### config.mk
export PLATFORM = sky130hd
export DESIGN_NAME = tts_dpath
export DESIGN_NICKNAME = d
export VERILOG_FILES = /design/src/tag_translation_slot_table_top_macros.svh /design/src/tts_pkg.sv /design/src/tts_dpath.sv
export SDC_FILE = /design/constraint.sdc
export NUM_CORES = 2
export LEC_CHECK = 0
export ABC_AREA = 1
export BUFFER_PORTS_ARGS = -buffer_cell sky130_fd_sc_hd__buf_2
export CAP_MARGIN = 20
export CORE_ASPECT_RATIO = 0.75
export CORE_UTILIZATION = 62
export DETAILED_ROUTE_END_ITERATION = 16
export GPL_ROUTABILITY_DRIVEN = 0
export PLACE_DENSITY = 0.77
export SYNTH_ARGS = -nofsm -noshare
export SYNTH_HDL_FRONTEND = slang
export SYNTH_MEMORY_MAX_BITS = 65536
export SYNTH_SLANG_ARGS = --single-unit
### constraint.sdc
create_clock -name clk -period 6.7 [get_ports clk]
set_input_delay 1.005 -clock clk [delete_from_list [all_inputs] [get_ports clk]]
set_output_delay 1.005 -clock clk [all_outputs]
set_load 0.1 [all_outputs]
### src/tag_translation_slot_table_top_macros.svh
// Assertion macros for the tag translation slot table.
`ifndef TAG_TRANSLATION_SLOT_TABLE_TOP_MACROS_SVH
`define TAG_TRANSLATION_SLOT_TABLE_TOP_MACROS_SVH
`ifndef SYNTHESIS
`define TTS_ASSERT_IMP(lbl, clk, rst_n, ante, cons) \
	lbl: assert property (@(posedge clk) disable iff (!rst_n) (ante) |-> (cons)) \
		else $error("tts: same-cycle check failed");
`define TTS_ASSERT_NXT(lbl, clk, rst_n, ante, cons) \
	lbl: assert property (@(posedge clk) disable iff (!rst_n) (ante) |=> (cons)) \
		else $error("tts: next-cycle check failed");
`else
`define TTS_ASSERT_IMP(lbl, clk, rst_n, ante, cons)
`define TTS_ASSERT_NXT(lbl, clk, rst_n, ante, cons)
`endif
`endif

### src/tts_pkg.sv
// Shared constants, codes and control types for the tag translation slot table.
`timescale 1ns / 1ps
`default_nettype none
package tts_pkg;
	localparam int ROWS       = 64;
	localparam int ROW_W      = $clog2(ROWS);
	localparam int CNT_W      = ROW_W + 1;
	localparam int CFG_W      = 7;
	localparam int WORD_W     = 32;
	localparam int ROWS_RESET = 64;
	localparam int GRP        = 8;
	localparam int GRPS       = ROWS / GRP;
	localparam int GRP_CNT_W  = $clog2(GRP + 1);

	localparam logic [1:0] KIND_INS_ADDR = 2'd0;
	localparam logic [1:0] KIND_TAKE_IDX = 2'd1;
	localparam logic [1:0] KIND_INS_PAIR = 2'd2;
	localparam logic [1:0] KIND_TAKE_VAL = 2'd3;

	localparam logic [1:0] ST_OK    = 2'd0;
	localparam logic [1:0] ST_FULL  = 2'd1;
	localparam logic [1:0] ST_EMPTY = 2'd2;
	localparam logic [1:0] ST_MISS  = 2'd3;

	typedef struct packed {
		logic capture;
		logic find;
		logic take_rd;
		logic take_wr;
		logic scan;
		logic count;
		logic load;
	} tts_cmd_t;

	typedef struct packed {
		logic scan_hit;
		logic scan_miss;
		logic out_valid;
	} tts_sts_t;
endpackage
`default_nettype wire

### src/tts_dpath.sv
// Datapath: word memories, valid marks, row mask, search, count and result registers.
`timescale 1ns / 1ps
`default_nettype none
module tts_dpath (
	input  wire logic                       clk,
	input  wire logic                       arst_n,
	input  wire tts_pkg::tts_cmd_t          cmd,
	output tts_pkg::tts_sts_t               sts,
	input  wire logic                       cfg_we,
	input  wire logic [tts_pkg::CFG_W-1:0]  cfg_wdata,
	input  wire logic [1:0]                 kind,
	input  wire logic [tts_pkg::WORD_W-1:0] value_word,
	input  wire logic [tts_pkg::WORD_W-1:0] first_word,
	input  wire logic [tts_pkg::ROW_W-1:0]  slot,
	input  wire logic                       out_ready,
	output logic                            out_valid,
	output logic [tts_pkg::ROW_W-1:0]       row_out,
	output logic [tts_pkg::WORD_W-1:0]      data_out,
	output logic [1:0]                      status,
	output logic [tts_pkg::CNT_W-1:0]       occupied_count
);
	import tts_pkg::*;

	logic [WORD_W-1:0] first_mem  [ROWS];
	logic [WORD_W-1:0] second_mem [ROWS];
	logic [WORD_W-1:0] f_rd_q, s_rd_q;

	logic [ROWS-1:0]   fv_q, sv_q, mask_q;
	logic [1:0]        kind_q;
	logic [WORD_W-1:0] val_q, fw_q;
	logic [ROW_W-1:0]  slot_q;

	logic [ROW_W:0]    ctr_q;
	logic              rd_ok_s1;
	logic [ROW_W-1:0]  row_s1;

	logic [ROWS-1:0]   free_vec;
	logic              free_any;
	logic [ROW_W-1:0]  free_idx;
	logic              is_pair;
	logic [ROW_W-1:0]  raddr;
	logic              issue;
	logic              hit;
	logic              take_ok;

	logic [ROW_W-1:0]  res_row_q;
	logic [WORD_W-1:0] res_data_q;
	logic [1:0]        res_status_q;

	logic [GRP_CNT_W-1:0] part_s1 [GRPS];
	logic [GRP_CNT_W-1:0] part_d  [GRPS];
	logic [CNT_W-1:0]     cnt_sum;
	logic [ROWS-1:0]      occ_vec;
	logic                 out_valid_q;

	assign is_pair  = (kind_q == KIND_INS_PAIR);
	assign free_vec = (is_pair ? (~sv_q & ~fv_q) : ~sv_q) & mask_q;
	assign free_any = |free_vec;

	always_comb begin
		free_idx = '0;
		for (int i = ROWS - 1; i >= 0; i--) begin
			if (free_vec[i]) free_idx = ROW_W'(i);
		end
	end

	assign raddr   = cmd.scan ? ctr_q[ROW_W-1:0] : slot_q;
	assign issue   = !ctr_q[ROW_W] && mask_q[ctr_q[ROW_W-1:0]];
	assign hit     = cmd.scan && rd_ok_s1 && sv_q[row_s1] && (s_rd_q == val_q);
	assign take_ok = mask_q[slot_q] && sv_q[slot_q];

	assign sts.scan_hit  = hit;
	assign sts.scan_miss = cmd.scan && !issue && !rd_ok_s1;
	assign sts.out_valid = out_valid_q;

	// word memories, one write and one registered read per cycle
	always_ff @(posedge clk) begin
		if (cmd.find && free_any) begin
			second_mem[free_idx] <= val_q;
		end
		s_rd_q <= second_mem[raddr];
	end

	always_ff @(posedge clk) begin
		if (cmd.find && free_any && is_pair) begin
			first_mem[free_idx] <= fw_q;
		end
		f_rd_q <= first_mem[raddr];
	end

	always_ff @(posedge clk) begin
		if (cmd.capture) begin
			kind_q <= kind;
			val_q  <= value_word;
			fw_q   <= first_word;
			slot_q <= slot;
		end
		row_s1 <= ctr_q[ROW_W-1:0];
	end

	always_ff @(posedge clk or negedge arst_n) begin
		if (!arst_n) begin
			ctr_q    <= '0;
			rd_ok_s1 <= 1'b0;
		end else begin
			rd_ok_s1 <= cmd.scan && issue;
			if (cmd.capture) begin
				ctr_q <= '0;
			end else if (cmd.scan) begin
				ctr_q <= ctr_q + (ROW_W + 1)'(1);
			end
		end
	end

	always_ff @(posedge clk or negedge arst_n) begin
		if (!arst_n) begin
			for (int i = 0; i < ROWS; i++) begin
				mask_q[i] <= (i < ROWS_RESET);
			end
		end else if (cfg_we) begin
			for (int i = 0; i < ROWS; i++) begin
				mask_q[i] <= (CFG_W'(i) < cfg_wdata);
			end
		end
	end

	always_ff @(posedge clk or negedge arst_n) begin
		if (!arst_n) begin
			fv_q <= '0;
			sv_q <= '0;
		end else begin
			if (cmd.find && free_any) begin
				sv_q[free_idx] <= 1'b1;
				if (is_pair) fv_q[free_idx] <= 1'b1;
			end
			if (cmd.take_wr && take_ok) begin
				sv_q[slot_q] <= 1'b0;
			end
			if (hit) begin
				sv_q[row_s1] <= 1'b0;
				fv_q[row_s1] <= 1'b0;
			end
		end
	end

	always_ff @(posedge clk) begin
		if (cmd.find) begin
			res_row_q    <= free_any ? free_idx : '0;
			res_data_q   <= '0;
			res_status_q <= free_any ? ST_OK : ST_FULL;
		end else if (cmd.take_wr) begin
			res_row_q    <= slot_q;
			res_data_q   <= take_ok ? s_rd_q : '0;
			res_status_q <= take_ok ? ST_OK : ST_EMPTY;
		end else if (hit) begin
			res_row_q    <= row_s1;
			res_data_q   <= fv_q[row_s1] ? f_rd_q : '0;
			res_status_q <= ST_OK;
		end else if (sts.scan_miss) begin
			res_row_q    <= '0;
			res_data_q   <= '0;
			res_status_q <= ST_MISS;
		end
	end

	// occupancy: group counts registered, then summed into the result beat
	assign occ_vec = sv_q & mask_q;

	always_comb begin
		for (int g = 0; g < GRPS; g++) begin
			part_d[g] = '0;
			for (int b = 0; b < GRP; b++) begin
				part_d[g] = part_d[g] + GRP_CNT_W'(occ_vec[g * GRP + b]);
			end
		end
	end

	always_ff @(posedge clk) begin
		if (cmd.count) begin
			for (int g = 0; g < GRPS; g++) begin
				part_s1[g] <= part_d[g];
			end
		end
	end

	always_comb begin
		cnt_sum = '0;
		for (int g = 0; g < GRPS; g++) begin
			cnt_sum = cnt_sum + CNT_W'(part_s1[g]);
		end
	end

	always_ff @(posedge clk or negedge arst_n) begin
		if (!arst_n) begin
			out_valid_q <= 1'b0;
		end else begin
			out_valid_q <= cmd.load || (out_valid_q && !out_ready);
		end
	end

	always_ff @(posedge clk) begin
		if (cmd.load) begin
			row_out        <= res_row_q;
			data_out       <= res_data_q;
			status         <= res_status_q;
			occupied_count <= cnt_sum;
		end
	end

	assign out_valid = out_valid_q;
endmodule
`default_nettype wire

==> run metrics, run 1 <==
outcome stopped before the end; Fail Step global routing (5_1_grt); error msg [ERROR GRT-0116] Global routing finished with congestion. Check the congestion regions in the DRC Viewer.; Unique masters post-synth 53; H-tree Lvls 5; cts bufs inserted 416; sequential share of the synthesized area 73.9%; CTS resizes 0; first-pass GRT wire length 798000 um; Top Ports 141; post-synth top area cell edfxtp_1; number of synthesis warnings 0; largest net degree at the start of global routing 193; vias in the first global route 121000; Longest Clk Path Bufs 4; Root Driver clkbuf_16; gr ovfl total 1; Die Wd 629 um; adder-cell share of the synthesized area 0.822%; mapped cell area 183000 um^2; Buffers on Ports 139; number of synthesized flops with an enable pin 4255; Area contributors post-synth edfxtp_1 (70%), o21ai_0 (7.3%), nor2_1 (6.1%), o22ai_1 (3.8%), clkbuf_1 (2.0%); clk sinks 4558; Synth top area share 69.9%; Compound-Gate Fraction of Synth Area 13.9%; async set-or-reset flop fraction in the synthesized netlist 4.41%; XOR/XNOR Fraction of Synth Area 0.0863%; Mapped Nets 14600; Cells after Synth 14400; simple-gate share of the synthesized area 8.38%; post-synthesis register bit count 4558; HPWL Detailed 322000 um; top_reg_cell synth edfxtp_1; Rows 172; post-synthesis mux area share 0%; syn_area_per_cell 12.7 um^2; largest family of logic cells by synthesized area compound AO/OA/AOI/OAI gates; initial core utilization 62.4%; Die Height 472 um; Total GRT Usage 36.5%
-- cells by family after synthesis --
family / count (synthesis)
adder cells (fa/ha/maj): 87
AO/OA/AOI/OAI: 4426
AND/OR/NAND/NOR: 3878
flip-flops: 4558
buffers and inverters: 1447
XOR/XNOR: 18
-- synth_stat cells, types with 51 or more instances --
cell type and n:
inv_1 408, o22ai_1 1109, dfstp_2 64, o211ai_1 51, nor2_1 2960, clkbuf_1 980, a21oi_1 132, dfxtp_1 102
o21ai_0 2667, dfrtp_1 137, fa_1 55, edfxtp_1 4255, o221ai_1 269, nand3_1 199, a31o_2 64, nand2_1 522
nand4_1 116
-- repair_timing --
action,CTS
endpoints found under the hold margin,4
setup buffers,0
hold buffers,1
-- per-stage QoR --
step           instance area [um^2]  instances  hold WS [ps]  worst slack (ps)
2_1_floorplan                183000      14400           345               765
3_3_place_gp                 192000      18000           424               499
3_5_place_dp                 192000      18000           429               805
4_1_cts                      206000      18800           162               719
-- routing by layer --
layer | overflow | GRT usage (%)
met5 | 0 | 0.853
met4 | 1 | 19.4
met3 | 0 | 11.9
met2 | 0 | 52.1
met1 | 0 | 50.2
==> run 2, diff against run 1 <==
Settings changed: CORE_ASPECT_RATIO 0.75 to unset, CORE_UTILIZATION 62 to 40, PLACE_DENSITY 0.77 to unset, PLACE_DENSITY_LB_ADDON set to 0.15.
==> run 2 against run 1 <==
Net effect: the flow now finishes without violations; synthesized cell count is the same; synthesized area is the same.
==> run metrics, run 2 <==
CP arrival 6770 ps; vias in the first global route 116000; pre-CTS WS 822 ps (+16.8 ps); first-pass GRT wire length 869000 um; worst slew pin tran 1270 ps; initial antenna violation count 22; CP Capture Type register; kind of critical path reg -> reg; Cells after Synth 14400 (unchanged); placed insts 20100 (+12%); mapped cell area 183000 um^2 (unchanged); largest family of logic cells by synthesized area compound AO/OA/AOI/OAI gates; Area growth syn-to-layout 15.4%; Die Wd 678 um (+7.8%); Pwr Total 74.8 mW; number of synthesized flops with an enable pin 4255 (unchanged); fmax 0.165 GHz; simple-gate share of the synthesized area 8.38% (unchanged); Area contributors post-synth edfxtp_1 (70%), o21ai_0 (7.3%), nor2_1 (6.1%), o22ai_1 (3.8%), clkbuf_1 (2.0%); Buffers on Ports 139 (unchanged); Peak VDD IR 345 uV; Layout Utilization 46.5%; Die Height 678 um (+44%); Final setup viols 0; final instance area 211000 um^2; commonest non-fill, non-tap cell in the layout edfxtp_1; Synth top area share 69.9% (unchanged); wire per inst 29.3 um; top_reg_cell synth edfxtp_1; layout cells sized above 1 11.2%; Hold Fails Final Rpt 0; drt drc 0; post-synth top area cell edfxtp_1; Slew HR 14.5%; Crit path required time 7430 ps; RSZ-0062 raised after global routing false; Compound-Gate Fraction of Synth Area 13.9% (unchanged); Min-Delay Path Class in -> reg; via count 124000; min Tclk post-route 6040 ps; adder-cell share of the synthesized area 0.822% (unchanged); sequential share of the synthesized area 73.9% (unchanged); MaxCap Viol Count 0; Final Max Slew Viols 0; DRT iter0 DRCs 14700; Unique masters post-synth 53 (unchanged); clock-pin slew on the worst setup and hold paths 60 ps; Crit Path Max Fanout 43; Longest Clk Path Bufs 4 (unchanged); Leakage 69.2 nW; Final period util 90.2%; Post CTS Setup Buffer Count 0 (unchanged); nets 14800; CP bufs+invs 8; Post-DRT Antenna Nets 0; most frequent cell after synthesis edfxtp_1; first drt pass iteration count 9; number of synthesis warnings 0 (unchanged); largest net degree at the start of global routing 154; largest stage delay on the critical path 830 ps; leading registers by flop count first_mem x2048, second_mem x2048; H-tree Lvls 5 (unchanged); gr ovfl total 0; setup tns final 0 ps; Area after DPL 196000 um^2 (+1.8%); post-synthesis mux area share 0% (unchanged); async set-or-reset flop fraction in the synthesized netlist 4.41% (unchanged); final wirelength 614000 um; outcome finished, final reports clean; power density cells 355 nW/um^2; Largest delay share family, worst path buffers and inverters; syn_area_per_cell 12.7 um^2 (unchanged); Root Driver clkbuf_16; Crit-path slowest cell a21oi_1; HPWL Detailed 365000 um (+14%); Rows 247 (+44%); cts bufs inserted 462 (+11%); clk sinks 4558 (unchanged); clock latency on the worst-skew pair 1050 ps; post-route setup slack 657 ps; initial core utilization 40.3% (-22 points); Clock Skew 52.4 ps; most frequent cells in the layout edfxtp_1 (4255), nor2_1 (2857), o21ai_0 (2665), o22ai_1 (1109), nand2_1 (522); CTS resizes 0 (unchanged); CP Launch Type register; Mapped Nets 14600 (unchanged); Layout Cells excl Fill 21000; filler instances 40600; post-synthesis register bit count 4558 (unchanged); most frequent cells after synthesis edfxtp_1 (4255), nor2_1 (2960), o21ai_0 (2667), o22ai_1 (1109), clkbuf_1 (980); Total GRT Usage 25.9%; XOR/XNOR Fraction of Synth Area 0.0863% (unchanged); CP most frequent cell nor2_1; die area 459000 um^2; CORE AREA 454000 um^2; drt via density 5.89; Top Ports 141 (unchanged); CTS tree built; Min Hold Slack 135 ps
==> run 2: path summary, 6_finish.rpt <==
check	from	to	slack [ps]	depth (start not counted)
worst max-delay path	kind_q[1]	first_mem[18][7]	660	33
worst max register to register	kind_q[1]	first_mem[18][7]	660	33
worst min-delay path	slot[3]	slot_q[3]	140	1
min in group asynchronous	arst_n	out_valid	560	2
max in group asynchronous	arst_n	sv_q[37]	4570	3
worst min register to register	res_status_q[0]	status[0]	430	0
==> run 2: worst register-to-register path, delay by kind of cell (launching register included) <==
kind                   cells  cell delay, ps
and+or+nand+nor           17            1680
buffers and inverters      8            1900
AOI/OAI and AO/OA          8            1690
DFF                        1             430
==> run 2: cells by family after synthesis <==
logic type,Yosys count
flip-flops,4558
AND/OR/NAND/NOR,3878
XOR/XNOR,18
AO/OA/AOI/OAI,4426
buffers and inverters,1447
adder cells (fa/ha/maj),87
==> run 2: power by group <==
| part | internal [mW] | switching, mW |
|---|---|---|
| clock network | 14.7 | 11.1 |
| logic | 4.06 | 10.4 |
| registers | 33.6 | 0.919 |
| total | 52.4 | 22.4 |
==> run 2: layer usage <==
metal | GRT usage, % | vias to the layer above | part of all wire (%)
met1 | 36.0 | 62600 | 42
met5 | 0 | - | 0.014
met3 | 4.19 | 1216 | 8.0
li1 | - | 54100 | -
met2 | 40.2 | 5659 | 45
met4 | 11.2 | 10 | 4.9
==> run 2: repair_timing <==
action | 4_1_cts | 5_1_grt
endpoints found under the hold margin | 8 | 0
hold buffers | 1 | 0
setup endpoints to repair | 0 | 0
==> run 2: area by class of cell <==
class | instances | area (um^2) | area share, %
clock buffer | 598 | 12500 | 5.92
inverter | 429 | 1660 | 0.785
multi-input combinational | 8409 | 43200 | 20.5
clock inverter | 262 | 2460 | 1.17
tap | 5976 | 7480 | 3.55
antenna | 13 | 32.5 | 0.0154
timing repair buffer | 726 | 8590 | 4.07
sequential | 4558 | 135000 | 64.0
(Power assumes the default switching activity.)
