File: config.mk
export PLATFORM = sky130hd
export DESIGN_NAME = tts_ctrl
export DESIGN_NICKNAME = d
export VERILOG_FILES = /design/src/tag_translation_slot_table_top_macros.svh /design/src/tts_pkg.sv /design/src/tts_ctrl.sv
export SDC_FILE = /design/constraint.sdc
export NUM_CORES = 1
export LEC_CHECK = 0
export ABC_AREA = 1
export BUFFER_PORTS_ARGS = -buffer_cell sky130_fd_sc_hd__buf_2
export CAP_MARGIN = 20
export CELL_PAD_IN_SITES_DETAIL_PLACEMENT = 1
export CELL_PAD_IN_SITES_GLOBAL_PLACEMENT = 1
export CORE_UTILIZATION = 33
export CTS_BUF_LIST = sky130_fd_sc_hd__clkbuf_4
export DETAILED_ROUTE_END_ITERATION = 16
export PLACE_DENSITY = 0.88
export RECOVER_POWER = 25
export SLEW_MARGIN = 20
export SYNTH_ARGS = -nofsm -noshare
export SYNTH_HDL_FRONTEND = slang
export SYNTH_SLANG_ARGS = --single-unit
File: constraint.sdc
create_clock -name clk -period 1.35 [get_ports clk]
set_input_delay 0.0675 -clock clk [delete_from_list [all_inputs] [get_ports clk]]
set_output_delay 0.0675 -clock clk [all_outputs]
set_load 0.02 [all_outputs]
File: src/tag_translation_slot_table_top_macros.svh
// Assertion macros for the tag translation slot table.
`ifndef TAG_TRANSLATION_SLOT_TABLE_TOP_MACROS_SVH
`define TAG_TRANSLATION_SLOT_TABLE_TOP_MACROS_SVH
`ifndef SYNTHESIS
`define TTS_ASSERT_IMP(lbl, clk, rst_n, ante, cons) \
	lbl: assert property (@(posedge clk) disable iff (!rst_n) (ante) |-> (cons)) \
		else $error("tts: same-cycle check failed");
`define TTS_ASSERT_NXT(lbl, clk, rst_n, ante, cons) \
	lbl: assert property (@(posedge clk) disable iff (!rst_n) (ante) |=> (cons)) \
		else $error("tts: next-cycle check failed");
`else
`define TTS_ASSERT_IMP(lbl, clk, rst_n, ante, cons)
`define TTS_ASSERT_NXT(lbl, clk, rst_n, ante, cons)
`endif
`endif

File: src/tts_pkg.sv
// Shared constants, codes and control types for the tag translation slot table.
`timescale 1ns / 1ps
`default_nettype none
package tts_pkg;
	localparam int ROWS       = 64;
	localparam int ROW_W      = $clog2(ROWS);
	localparam int CNT_W      = ROW_W + 1;
	localparam int CFG_W      = 7;
	localparam int WORD_W     = 32;
	localparam int ROWS_RESET = 64;
	localparam int GRP        = 8;
	localparam int GRPS       = ROWS / GRP;
	localparam int GRP_CNT_W  = $clog2(GRP + 1);

	localparam logic [1:0] KIND_INS_ADDR = 2'd0;
	localparam logic [1:0] KIND_TAKE_IDX = 2'd1;
	localparam logic [1:0] KIND_INS_PAIR = 2'd2;
	localparam logic [1:0] KIND_TAKE_VAL = 2'd3;

	localparam logic [1:0] ST_OK    = 2'd0;
	localparam logic [1:0] ST_FULL  = 2'd1;
	localparam logic [1:0] ST_EMPTY = 2'd2;
	localparam logic [1:0] ST_MISS  = 2'd3;

	typedef struct packed {
		logic capture;
		logic find;
		logic take_rd;
		logic take_wr;
		logic scan;
		logic count;
		logic load;
	} tts_cmd_t;

	typedef struct packed {
		logic scan_hit;
		logic scan_miss;
		logic out_valid;
	} tts_sts_t;
endpackage
`default_nettype wire

File: src/tts_ctrl.sv
// Sequencer for the tag translation slot table: one operation at a time.
`timescale 1ns / 1ps
`default_nettype none
module tts_ctrl (
	input  wire logic             clk,
	input  wire logic             arst_n,
	input  wire logic             in_valid,
	output logic                  in_ready,
	input  wire logic [1:0]       kind,
	input  wire logic             out_ready,
	input  wire tts_pkg::tts_sts_t sts,
	output tts_pkg::tts_cmd_t     cmd
);
	import tts_pkg::*;

	typedef enum logic [6:0] {
		S_IDLE = 7'b0000001,
		S_FIND = 7'b0000010,
		S_TRD  = 7'b0000100,
		S_TWR  = 7'b0001000,
		S_SCAN = 7'b0010000,
		S_CNT  = 7'b0100000,
		S_DONE = 7'b1000000
	} state_t;

	state_t state_q, state_d;
	logic   out_free;

	assign out_free = !sts.out_valid || out_ready;
	assign in_ready = (state_q == S_IDLE);

	always_comb begin
		state_d = state_q;
		unique case (state_q)
			S_IDLE: begin
				if (in_valid) begin
					case (kind)
						KIND_TAKE_IDX: state_d = S_TRD;
						KIND_TAKE_VAL: state_d = S_SCAN;
						default:       state_d = S_FIND;
					endcase
				end
			end
			S_FIND: state_d = S_CNT;
			S_TRD:  state_d = S_TWR;
			S_TWR:  state_d = S_CNT;
			S_SCAN: begin
				if (sts.scan_hit || sts.scan_miss) state_d = S_CNT;
			end
			S_CNT:  state_d = S_DONE;
			S_DONE: begin
				if (out_free) state_d = S_IDLE;
			end
			default: state_d = S_IDLE;
		endcase
	end

	always_ff @(posedge clk or negedge arst_n) begin
		if (!arst_n) begin
			state_q <= S_IDLE;
		end else begin
			state_q <= state_d;
		end
	end

	always_comb begin
		cmd.capture = (state_q == S_IDLE) && in_valid;
		cmd.find    = (state_q == S_FIND);
		cmd.take_rd = (state_q == S_TRD);
		cmd.take_wr = (state_q == S_TWR);
		cmd.scan    = (state_q == S_SCAN);
		cmd.count   = (state_q == S_CNT);
		cmd.load    = (state_q == S_DONE) && out_free;
	end
endmodule
`default_nettype wire

== Yosys cells after proc, flatten, opt, wreduce, memory -nomap -nowiden ==
Index checks and enable logic that the tools add are counted.

* Memory bits (read-only): 0
* Logic and storage cells: 25
* Bits in registers: 7
* Latch bits: 0
* Memories kept: 0
* Input port bits: 9
* Output and inout bits: 8
* RAM bits: 0

* Eq/ne operators: 12
* Reduce and logical (&&, ||, !) cells: 7
* Divide/modulo/power cells: 0
* Order comparisons: 0
* Multipliers: 0
* Shift operators: 0
* Multiplexer cells: 5
* $add $sub $neg: 0
* Bitwise gates (word level): 0

{| class="wikitable"
|+ Operators by type and width
! operator !! number
|-
| case mux 7 bit (6 select lines) || 1
|-
| two-way mux 7 bit || 3
|-
| case mux 5 bit (2 select lines) || 1
|-
| == test 7 x 1 -> 1 bit, second input constant || 1
|-
| == test 7 x 2 -> 1 bit, second input constant || 1
|-
| == test 7 x 3 -> 1 bit, second input constant || 1
|-
| == test 7 x 4 -> 1 bit, second input constant || 1
|-
| == test 7 x 5 -> 1 bit, second input constant || 1
|-
| == test 7 x 6 -> 1 bit, second input constant || 1
|-
| == test 7 bit, second input constant || 1
|-
| inequality test 2 bit, second input constant || 2
|-
| AND reduction 3 bit || 1
|-
| == test 2 x 1 -> 1 bit, second input constant || 1
|-
| == test 2 bit, second input constant || 1
|-
| logical AND 1 bit || 2
|-
| logical OR 1 bit || 2
|-
| inequality test 2 x 1 -> 1 bit, second input constant || 1
|-
| OR reduction 2 bit || 1
|-
| zero test 1 bit || 1
|}

== Longest topological paths before layout ==
Gate-level depths: netlist (run 1).

* Word-level depth: 4
* Mapped depth: 8
* Gate-level depth less buffers: 8

== Worst setup path before layout (run 1) ==
OpenSTA, ideal clock, no wires.

* Path type: flip-flop to flip-flop
* Start point: register state_q[0]
* End point: register state_q[2]
* Arrival time: 1.133 ns
* Slack: 0.137 ns
* Path buffers: 0
* Stages on the path, launching flop included: 7
* Setup time: 0.080 ns
* Required time: 1.270 ns
* Period minus slack after synthesis: 1.213 ns
* Cells stage by stage: dfstp_2 -> nand2_1 -> nor2_2 -> nand2_4 -> nor2_4 -> inv_2 -> nor3b_2

* Word-level cells in the longest chain between the ends: 3
* Elaborated cells on any way between the ends: 13
* Classes of those cells: 10 x eq/ne; 1 x mux; 2 x reduce/logical

{| class="wikitable"
|+ RTL lines
! element !! RTL line !! source
|-
| start, declared || tts_ctrl.sv:26 || <nowiki>state_t state_q, state_d;</nowiki>
|-
| start signal, assigned || tts_ctrl.sv:62 || <nowiki>state_q <= state_d;</nowiki>
|-
| == test 7 x 4 -> 1 bit (tied with other cells) || tts_ctrl.sv:34 || <nowiki>unique case (state_q)</nowiki>
|-
| OR reduction 2 bit (no line) (tied with other cells) || -- ||
|-
| case mux 7 bit (6 select lines) / AND reduction 3 bit (equally long branches) || -- ||
|}

Parallel ways exist; a longest one is shown, timed or not.
A chain may end at the register's enable or synchronous reset.

==> impl_results.md, run 1 <==
- Yosys top cell area share: 31.91%
- CTS tree: built
- Crit path DAT: 1.33 ns
- Hold Crit Class: in -> reg
- Total Neg Setup Slack: -0.1756 ns
- Worst clock skew: 0.004592 ns
- Status: complete, but fails checks
- Min-Delay Path Depth: 4
- Hold Path End: state_q[0]$_DFFE_PN1P_
- Worst-margin pin slew: 0.3790 ns
- Crit path launch type: register
- Mapped Nets: 77
- Crit share post-route: 103.7%
- Clk_lat worst skew: 0.25 ns
- First-pass detailed-route iteration total: 2
- GPL Wtd Cong: 0.6992
- Share of cells above drive strength 1: 51.04%
- Die footprint: 0.001580 mm²
- Kind of critical path: reg -> out
- DP Wirelength: 889.1 µm
- Regs by FF count: state_q x7
- Clock-pin slew on the worst setup and hold paths: 0.06 ns
- Most frequent cells in the layout: 13 x nand2_1, 11 x inv_1, 9 x buf_4
- Synth-to-layout area growth: 56.12%
- Leak pwr: 0.4451 nW
- Per-cell routed wire length: 13.13 µm
- Vias per cell: 4.459
- Top cells by area, synth: dfrtp_1 32%, nand2_1 13%, inv_1 10%
- CP startpoint: state_q[5]$_DFFE_PN0P_
- Most common cell after layout, fill and taps aside: nand2_1
- Worst-path fanout max: 4
- Total CTS buffers: 3
- Tot Pwr: 1.314 mW
- P_int: 725.0 µW
- Core region area: 0.001318 mm²
- Final setup viols: 6
- DP Area: 569.3 µm²
- Chip Width: 39.76 µm
- Synth warn: 0
- Failing checks: negative setup slack
- Hold path startpoint: in_valid
- Dpl cells: 99
- R2R Setup Slk: -0.03 ns
- RR Startpoint: state_q[5]$_DFFE_PN0P_
- Post-route cell area: 734.5 µm²
- Reg2reg path depth: 8
- DRC Markers: 0
- Fillers: 179
- H-tree levels: 1
- Final hold violation count: 0
- Post-synth top area cell: dfrtp_1
- Die Ht: 39.76 µm
- Syn_area_per_cell: 6.918 µm²
- Critical Path RT: 1.28 ns
- First DRT Iteration DRCs: 4
- Sequential Power Share: 22.6%
- MaxCap Viol Count: 0
- Post-Route WL: 1457 µm
- Maximum clock frequency: 714.1 MHz
- Final #Nets: 106
- Initial antenna violation count: 0
- Vias: 495
- ANT nets after route: 0
- Via count of the first global-routing pass: 462
- PD cells: 1789 mW/mm²
- Cells after synthesis: 68
- Initial Util: 35.71%
- Sw frac: 44.82%
- Post-Syn Area: 470.5 µm²
- Non-filler cells, final: 111
- Worst IR Drop VDD: 992.5 µV
- Library cells used by synthesis: 14
- Clock Sinks: 7
- Register area share after synthesis: 37.50%
- Worst R2R End: state_q[5]$_DFFE_PN0P_
- Number of antenna diodes: 0
- Row Count: 13
- Combinational power share: 60.9%
- Largest net degree at the start of global routing: 8
- IO Port Bufs: 16
- Overflow after GRT: 0
- Max reg flops: 7
- First-pass GRT wire length: 1842 µm
- Kind of end point of the critical path: primary output
- I/O Pins: 17
- RSZ-0062 raised after global routing: yes
- Longest Clk Path Bufs: 2
- Largest register by flop count: state_q
- Switch Pwr: 588.8 µW
- Slew headroom: 74.73%
- Clk pwr share: 16.5%
- Period minus WS final: 1.400 ns
- Seq cells post-synth: 7
- Final worst-path setup slack: -0.05046 ns
- Root Buffer: clkbuf_4
- Global-route usage over all layers: 18.22%
- Pins over their slew limit: 0
[stage by stage]
stage               setup WS [ns]  util [%]  hold slack [ns]
floorplan                  0.1375         -          -0.2281
global placement           0.1391     43.21         -0.09369
detailed placement         0.1197     43.21         -0.09347
CTS                      -0.01082     50.24          0.05340
global route              -0.1221     55.75           0.1065
finish                   -0.05046     55.75          0.09194
[cell usage after synthesis]
cell type and n:
nand2_1 16, inv_1 13, nor2_1 10, dfrtp_1 6, inv_2 5, nand3_1 5
nor2_4 3, nand2_4 2, nor2_2 2, nor3_1 2, and2_1 1, dfstp_2 1
nand2_2 1, nor3b_2 1
[layout make-up]
class / instances / area (µm²) / area share, %
flip-flops and latches: 7 / 177.7 / 24.19
well taps: 15 / 18.77 / 2.555
clock buffers: 4 / 30.03 / 4.089
repair buffers: 24 / 181.4 / 24.70
inverters: 18 / 67.56 / 9.199
multi-input cells: 43 / 259.0 / 35.26
[worst max-delay path, cell delays in order, from the launching register on]
cell and delay (ns):
dfrtp_1 0.40, inv_2 0.08, nand2_2 0.08, nor2_4 0.19, nand2_4 0.10, nor2_4 0.11
buf_6 0.12
[timing repair]
item / CTS / global route
endpoints found under the setup margin: 6 / 10
resized for setup: 6 / 18
hold buffers: 3 / 0
gates cloned: 0 / 0
pin swaps: 3 / 6
hold endpoints to repair: 9 / 0
setup buffers: 2 / 3
[worst max path at each step]
stage / end / slack (ns) / cells after the start
finish: cmd[6] / -0.05 / 6
global route: cmd[0] / -0.12 / 6
CTS: cmd[6] / -0.01 / 5
detailed placement: state_q[0]$_DFFE_PN1P_ / 0.12 / 8
global placement: state_q[5]$_DFFE_PN0P_ / 0.14 / 7
floorplan: state_q[2]$_DFFE_PN0P_ / 0.14 / 6
[metal layers]
metal | global-route usage, % | wire length [µm] | vias up
met5 | 0 | 0 | -
met4 | 10.34 | 19 | 0
met1 | 20.42 | 705 | 228
met3 | 1.705 | 37 | 4
met2 | 32.79 | 694 | 13
li1 | - | - | 250
[kinds of logic (layout without fill, tap and decap cells)]
family / Yosys count / count (layout) / synth area share [%]
buf+inv: 18 / 46 / 14.36
flops: 7 / 7 / 37.50
simple gates: 43 / 43 / 48.14
[power by group through the flow]
| stage | logic [mW] | registers [mW] | clock network, mW |
|---|---|---|---|
| global route | 0.856 | 0.302 | 0.227 |
| floorplan | 0.412 | 0.289 | 0 |
| CTS | 0.634 | 0.292 | 0.220 |
| finish | 0.800 | 0.297 | 0.217 |
| detailed placement | 0.542 | 0.295 | 0 |
| global placement | 0.514 | 0.292 | 0 |
(Power assumes the default switching activity.)
==> inputs of run 2 (changes only) <==
CORE_MARGIN = 4   (was unset)
CTS_BUF_LIST = sky130_fd_sc_hd__clkbuf_4 sky130_fd_sc_hd__clkbuf_8   (was sky130_fd_sc_hd__clkbuf_4)
SLEW_MARGIN = unset   (was 20)
==> run 2 against run 1 <==
The run still ends with negative setup slack left. Wire length is 6.9% lower. Combinational power down 5.6%. Hold slack worse by 0.0042 ns. First-iteration DRC count is 75% lower. Setup slack improved by 0.016 ns. Non-clock buffer count is the same. Sequential cell count unchanged. Critical path type unchanged.
==> impl_results.md, run 2 (synthesis gave the netlist of run 1 again) <==
- Non-filler cells, final: 111 (unchanged)
- Initial antenna violation count: 0 (unchanged)
- ANT nets after route: 0 (unchanged)
- Global-route usage over all layers: 15.01% (was 18.22%)
- Vias: 490 (was 495)
- DRC Markers: 0 (unchanged)
- Core region area: 0.001318 mm² (unchanged)
- Longest Clk Path Bufs: 2 (unchanged)
- Worst clock skew: 0.001767 ns (was 0.004592 ns)
- Status: complete, but fails checks (unchanged)
- Clk_lat worst skew: 0.25 ns (about the same)
- Slew headroom: 73.64% (was 74.73%)
- Clock-pin slew on the worst setup and hold paths: 0.05 ns (was 0.06 ns)
- Worst-path fanout max: 3 (was 4)
- Worst R2R End: state_q[5]$_DFFE_PN0P_ (unchanged)
- Maximum clock frequency: 722.4 MHz (was 714.1 MHz)
- GPL Wtd Cong: 0.7219 (was 0.6992)
- Die footprint: 0.002094 mm² (was 0.001580 mm²)
- Share of cells above drive strength 1: 46.88% (was 51.04%)
- Tot Pwr: 1.265 mW (was 1.314 mW)
- First-pass detailed-route iteration total: 2 (unchanged)
- Total CTS buffers: 3 (unchanged)
- MaxCap Viol Count: 0 (unchanged)
- Most common cell after layout, fill and taps aside: nand2_1 (unchanged)
- Per-cell routed wire length: 12.22 µm (was 13.13 µm)
- Final worst-path setup slack: -0.03429 ns (was -0.05046 ns)
- CTS tree: built (unchanged)
- I/O Pins: 17 (unchanged)
- Dpl cells: 99 (unchanged)
- R2R Setup Slk: 0 ns (was -0.03 ns)
- First-pass GRT wire length: 2152 µm (was 1842 µm)
- Regs by FF count: state_q x7 (unchanged)
- Kind of critical path: reg -> out (unchanged)
- RSZ-0062 raised after global routing: yes (unchanged)
- Largest register by flop count: state_q (unchanged)
- Row Count: 13 (unchanged)
- Via count of the first global-routing pass: 527 (was 462)
- Hold Crit Class: in -> reg (unchanged)
- CP endpoint: cmd[1] (was cmd[6])
- Max reg flops: 7 (unchanged)
- RR Startpoint: state_q[5]$_DFFE_PN0P_ (unchanged)
- Crit path launch type: register (unchanged)
- Period minus WS final: 1.384 ns (was 1.400 ns)
- Failing checks: negative setup slack (unchanged)
- Crit share post-route: 102.5% (was 103.7%)
- IO Port Bufs: 16 (unchanged)
- Crit path DAT: 1.32 ns (was 1.33 ns)
- Final setup viols: 4 (was 6)
- Worst-margin pin slew: 0.3954 ns (was 0.3790 ns)
- Number of antenna diodes: 0 (unchanged)
- Root Buffer: clkbuf_4 (unchanged)
- Kind of end point of the critical path: primary output (unchanged)
- CP startpoint: state_q[5]$_DFFE_PN0P_ (unchanged)
- Worst IR Drop VDD: 982.3 µV (was 992.5 µV)
- Total Neg Setup Slack: -0.05708 ns (was -0.1756 ns)
- Critical Path RT: 1.28 ns (about the same)
- Reg2reg path depth: 8 (unchanged)
- Clock Sinks: 7 (unchanged)
- Fillers: 172 (was 179)
- Pins over their slew limit: 0 (unchanged)
- First DRT Iteration DRCs: 1 (was 4)
- DP Wirelength: 944.1 µm (was 889.1 µm)
- Initial Util: 35.71% (unchanged)
- Synth-to-layout area growth: 51.60% (was 56.12%)
- Final #Nets: 106 (unchanged)
- H-tree levels: 1 (unchanged)
- Chip Width: 45.76 µm (was 39.76 µm)
- Most frequent cells in the layout: 14 x nand2_1, 11 x inv_1, 10 x buf_2 (was 13 x nand2_1, 11 x inv_1, 9 x buf_4)
- Leak pwr: 0.4396 nW (was 0.4451 nW)
- Final hold violation count: 0 (unchanged)
- Largest net degree at the start of global routing: 8 (unchanged)
- Die Ht: 45.76 µm (was 39.76 µm)
- Vias per cell: 4.414 (was 4.459)
- PD cells: 1773 mW/mm² (was 1789 mW/mm²)
- Post-Route WL: 1356 µm (was 1457 µm)
- Final design utilization: 54.13% (was 55.75%)
- Overflow after GRT: 0 (unchanged)
-- run 2: cell counts in the layout (fill, tap and decap cells not counted) --
No cell type changed its count.
-- run 2: power breakdown --
part | internal, mW | switching [mW] | total [mW]
combinational | 0.324 | 0.430 | 0.755
clock | 0.133 | 0.0762 | 0.209
sequential | 0.264 | 0.0372 | 0.301
total | 0.721 | 0.544 | 1.26
-- run 2: worst min path at each step --
stage,to,slack (ns),cells after the start,from
2_1_floorplan,state_q[1]$_DFFE_PN0P_,-0.23,0,arst_n
3_3_place_gp,state_q[3]$_DFFE_PN0P_,-0.1,1,arst_n
3_5_place_dp,state_q[1]$_DFFE_PN0P_,-0.09,1,arst_n
4_1_cts,state_q[0]$_DFFE_PN1P_,0.04,4,in_valid
5_1_grt,state_q[0]$_DFFE_PN1P_,0.11,4,in_valid
6_report,state_q[0]$_DFFE_PN1P_,0.09,4,in_valid
-- run 2: area by class of cell --
cell class	count	area, µm²	share of cell area [%]
clock buffer	4	30.03	4.211
inverter	18	67.56	9.474
multi-input combinational	43	254.0	35.61
sequential	7	176.4	24.74
tap	15	18.77	2.632
timing repair buffer	24	166.4	23.33
-- run 2: routing by layer --
metal / vias to the layer above / GRT usage [%] / routed length, µm
met5: - / 0 / 0
met4: 0 / 10.23 / 9
met3: 2 / 2.372 / 73
met2: 11 / 27.02 / 748
met1: 225 / 15.63 / 525
li1: 252 / - / -
-- run 2: timing repair --
action,CTS,global route
resized for setup,5,11
hold buffers,3,0
pin swaps,3,6
setup endpoints to repair,7,11
cloned,0,0
hold endpoints to repair,9,0
setup buffers,3,2
-- run 2: per-stage QoR --
stage                     instance area [µm²]  worst slack, ns  hold WS (ns)
final                                   713.2         -0.03429       0.08773
after global placement                  569.3           0.1411      -0.09633
after floorplan                         470.5           0.1375       -0.2281
after global routing                    713.2         -0.09100        0.1074
after detailed placement                569.3          0.07952      -0.09130
after CTS                               665.6        -0.007169       0.03971
-- run 2: critical path, cell delays in order, from the launching register on --
cell	delay, ns
dfrtp_1	0.40
inv_2	0.07
buf_4	0.13
nor3_1	0.17
nand2_2	0.09
inv_1	0.05
buf_2	0.15
==> inputs of run 3 (changes only) <==
CORE_UTILIZATION = 31   (was 33)
CTS_BUF_LIST = sky130_fd_sc_hd__clkbuf_8 sky130_fd_sc_hd__clkbuf_16   (was sky130_fd_sc_hd__clkbuf_4 sky130_fd_sc_hd__clkbuf_8)
PLACE_DENSITY = 0.84   (was 0.88)
REMOVE_ABC_BUFFERS = 1   (was unset)
==> run 3 against run 2 <==
The flow still finishes with violations (negative setup slack). Core utilization shrank 0.19 points. Sequential share of layout area shrank 0.63 points. Wire length grew 10%. Clock power grew 35%. Setup slack lost 0.030 ns. Fmax shrank 2.1%. Combinational power grew 2%. Sequential cell count is the same. Sequential power grew 2%.
==> impl_results.md, run 3 (synthesis gave the netlist of run 1 again) <==
- Worst path slowest cell: dfstp_2 (was dfrtp_1)
- Regs by FF count: state_q x7 (unchanged)
- Die footprint: 0.002205 mm² (was 0.002094 mm²)
- Worst-path fanout max: 4 (was 3)
- Slew headroom: 74.82% (was 73.64%)
- First-pass GRT wire length: 2421 µm (was 2152 µm)
- Final design utilization: 53.94% (was 54.13%)
- H-tree levels: 1 (unchanged)
- Post-Route WL: 1496 µm (was 1356 µm)
- Worst-margin pin slew: 0.3778 ns (was 0.3954 ns)
- RSZ-0062 raised after global routing: yes (unchanged)
- First DRT Iteration DRCs: 5 (was 1)
- Pre-CTS setup slack: 0.05739 ns (was 0.07952 ns)
- DP Wirelength: 1062 µm (was 944.1 µm)
- DRC Markers: 0 (unchanged)
- Vias per cell: 4.609 (was 4.414)
- Clk_lat worst skew: 0.22 ns (was 0.25 ns)
- Clock Sinks: 7 (unchanged)
- Final setup viols: 3 (was 4)
- Root Buffer: clkbuf_8 (was clkbuf_4)
- Total CTS buffers: 3 (unchanged)
- Most frequent cells in the layout: 13 x nand2_1, 10 x inv_1, 10 x buf_2 (was 14 x nand2_1, 11 x inv_1, 10 x buf_2)
- IO Port Bufs: 16 (unchanged)
- Hold Crit Class: in -> reg (unchanged)
- Critical Path RT: 1.28 ns (about the same)
- Crit share post-route: 104.7% (was 102.5%)
- Tot Pwr: 1.364 mW (was 1.265 mW)
- Kind of end point of the critical path: primary output (unchanged)
- Status: complete, but fails checks (unchanged)
- Largest register by flop count: state_q (unchanged)
- Initial Util: 34.43% (was 35.71%)
- Cell chain of the critical path: nand2_1 -> nor2_2 -> nand2_4 -> nor2_4 -> buf_6 (was inv_2 -> buf_4 -> nor3_1 -> nand2_2 -> inv_1 -> buf_2)
- Largest net degree at the start of global routing: 8 (unchanged)
- Worst R2R End: state_q[4]$_DFFE_PN0P_ (was state_q[5]$_DFFE_PN0P_)
- Clock-pin slew on the worst setup and hold paths: 0.04 ns (was 0.05 ns)
- MaxCap Viol Count: 0 (unchanged)
- First-pass detailed-route iteration total: 4 (was 2)
- ANT nets after route: 0 (unchanged)
- Chip Width: 46.96 µm (was 45.76 µm)
- Longest Clk Path Bufs: 2 (unchanged)
- Per-cell routed wire length: 13.60 µm (was 12.22 µm)
- GPL Wtd Cong: 0.7362 (was 0.7219)
- Min-Delay Path Depth: 2 (was 4)
- Crit path launch type: register (unchanged)
- Global-route usage over all layers: 16.99% (was 15.01%)
- Kind of critical path: reg -> out (unchanged)
- I/O Pins: 17 (unchanged)
- Synth-to-layout area growth: 56.65% (was 51.60%)
- Share of cells above drive strength 1: 53.68% (was 46.88%)
- Most common cell after layout, fill and taps aside: nand2_1 (unchanged)
- Worst clock skew: 0.002234 ns (was 0.001767 ns)
- Number of antenna diodes: 0 (unchanged)
- Overflow after GRT: 0 (unchanged)
- Failing checks: negative setup slack (unchanged)
- Row Count: 13 (unchanged)
- PD cells: 1850 mW/mm² (was 1773 mW/mm²)
- CP top delay family: flip-flops (unchanged)
- RR Startpoint: state_q[0]$_DFFE_PN1P_ (was state_q[5]$_DFFE_PN0P_)
- Pins over their slew limit: 0 (unchanged)
- Largest incremental delay on the critical path: 0.54 ns (was 0.40 ns)
- Final #Nets: 105 (was 106)
- Via count of the first global-routing pass: 558 (was 527)
- Reg2reg path depth: 7 (was 8)
- Final hold violation count: 0 (unchanged)
- Max reg flops: 7 (unchanged)
- Vias: 507 (was 490)
- Final worst-path setup slack: -0.06381 ns (was -0.03429 ns)
- Hold Path End: state_q[2]$_DFFE_PN0P_ (was state_q[0]$_DFFE_PN1P_)
- Hold path startpoint: kind[1] (was in_valid)
- Worst Path Buf+Inv: 1 (was 4)
- Initial antenna violation count: 0 (unchanged)
- Die Ht: 46.96 µm (was 45.76 µm)
- Period minus WS final: 1.414 ns (was 1.384 ns)
- Maximum clock frequency: 707.3 MHz (was 722.4 MHz)
- Core region area: 0.001366 mm² (was 0.001318 mm²)
- Leak pwr: 0.4471 nW (was 0.4396 nW)
- R2R Setup Slk: 0.03 ns (was 0 ns)
- Crit path DAT: 1.35 ns (was 1.32 ns)
- Worst IR Drop VDD: 1122 µV (was 982.3 µV)
- CTS tree: built (unchanged)
-- run 3: changes by cell type in the layout (fill, tap and decap cells not counted), moves of 2 or more --
cell           change
buf_4              -2
buf_6              +3
clkbuf_4           -4
clkbuf_8           +3
dlygate4sd3_1      -2
inv_2              +2
nand2_2            +2
-- run 3: through the flow --
stage | hold slack [ns] | cells | instance area, µm² | setup TNS [ns]
2_1_floorplan | -0.2281 | 68 | 470.5 | 0
3_3_place_gp | -0.09295 | 99 | 569.3 | 0
3_5_place_dp | -0.09371 | 99 | 569.3 | 0
4_1_cts | 0.01343 | 104 | 641.9 | -0.01128
5_1_grt | 0.02378 | 110 | 737.0 | -0.7656
6_report | 0.01612 | 110 | 737.0 | -0.1142
-- run 3: routing by layer --
layer  wire (µm)  GRT usage (%)  vias to the layer above
met3          89          4.215                        6
li1            -              -                      252
met5           0              0                        -
met1         560          15.97                      230
met4          46          14.92                        0
met2         800          30.08                       19
-- run 3: worst max path at each step --
stage	startpoint	end	slack (ns)	cells past startpoint
floorplan	state_q[0]$_DFFE_PN1P_	state_q[2]$_DFFE_PN0P_	0.14	6
global placement	state_q[0]$_DFFE_PN1P_	state_q[5]$_DFFE_PN0P_	0.14	6
detailed placement	state_q[4]$_DFFE_PN0P_	state_q[5]$_DFFE_PN0P_	0.06	5
CTS	state_q[6]$_DFFE_PN0P_	cmd[6]	-0.01	6
global route	state_q[6]$_DFFE_PN0P_	cmd[6]	-0.14	6
finish	state_q[0]$_DFFE_PN1P_	cmd[6]	-0.06	5
-- run 3: report_power, final --
| group | switching [mW] | internal, mW | total (mW) |
|---|---|---|---|
| Sequential | 0.0413 | 0.266 | 0.307 |
| Combinational | 0.450 | 0.323 | 0.773 |
| Clock | 0.0867 | 0.196 | 0.283 |
| Total | 0.578 | 0.785 | 1.36 |
-- run 3: final cells by class --
type | count | area (µm²)
Sequential cell | 7 | 177.7
Tap cell | 15 | 18.77
Timing Repair Buffer | 23 | 165.2
Clock inverter | 1 | 3.754
Multi-Input combinational cell | 43 | 262.8
Inverter | 18 | 67.56
Clock buffer | 3 | 41.29
Fill cell | 188 | 629.4
-- run 3: what timing repair did --
item / CTS / global route
endpoints found under the setup margin: 6 / 10
buffers inserted: 0 / 6
resized for setup: 5 / 19
pin swaps: 1 / 5
endpoints found under the hold margin: 7 / 0
hold buffers: 1 / 0
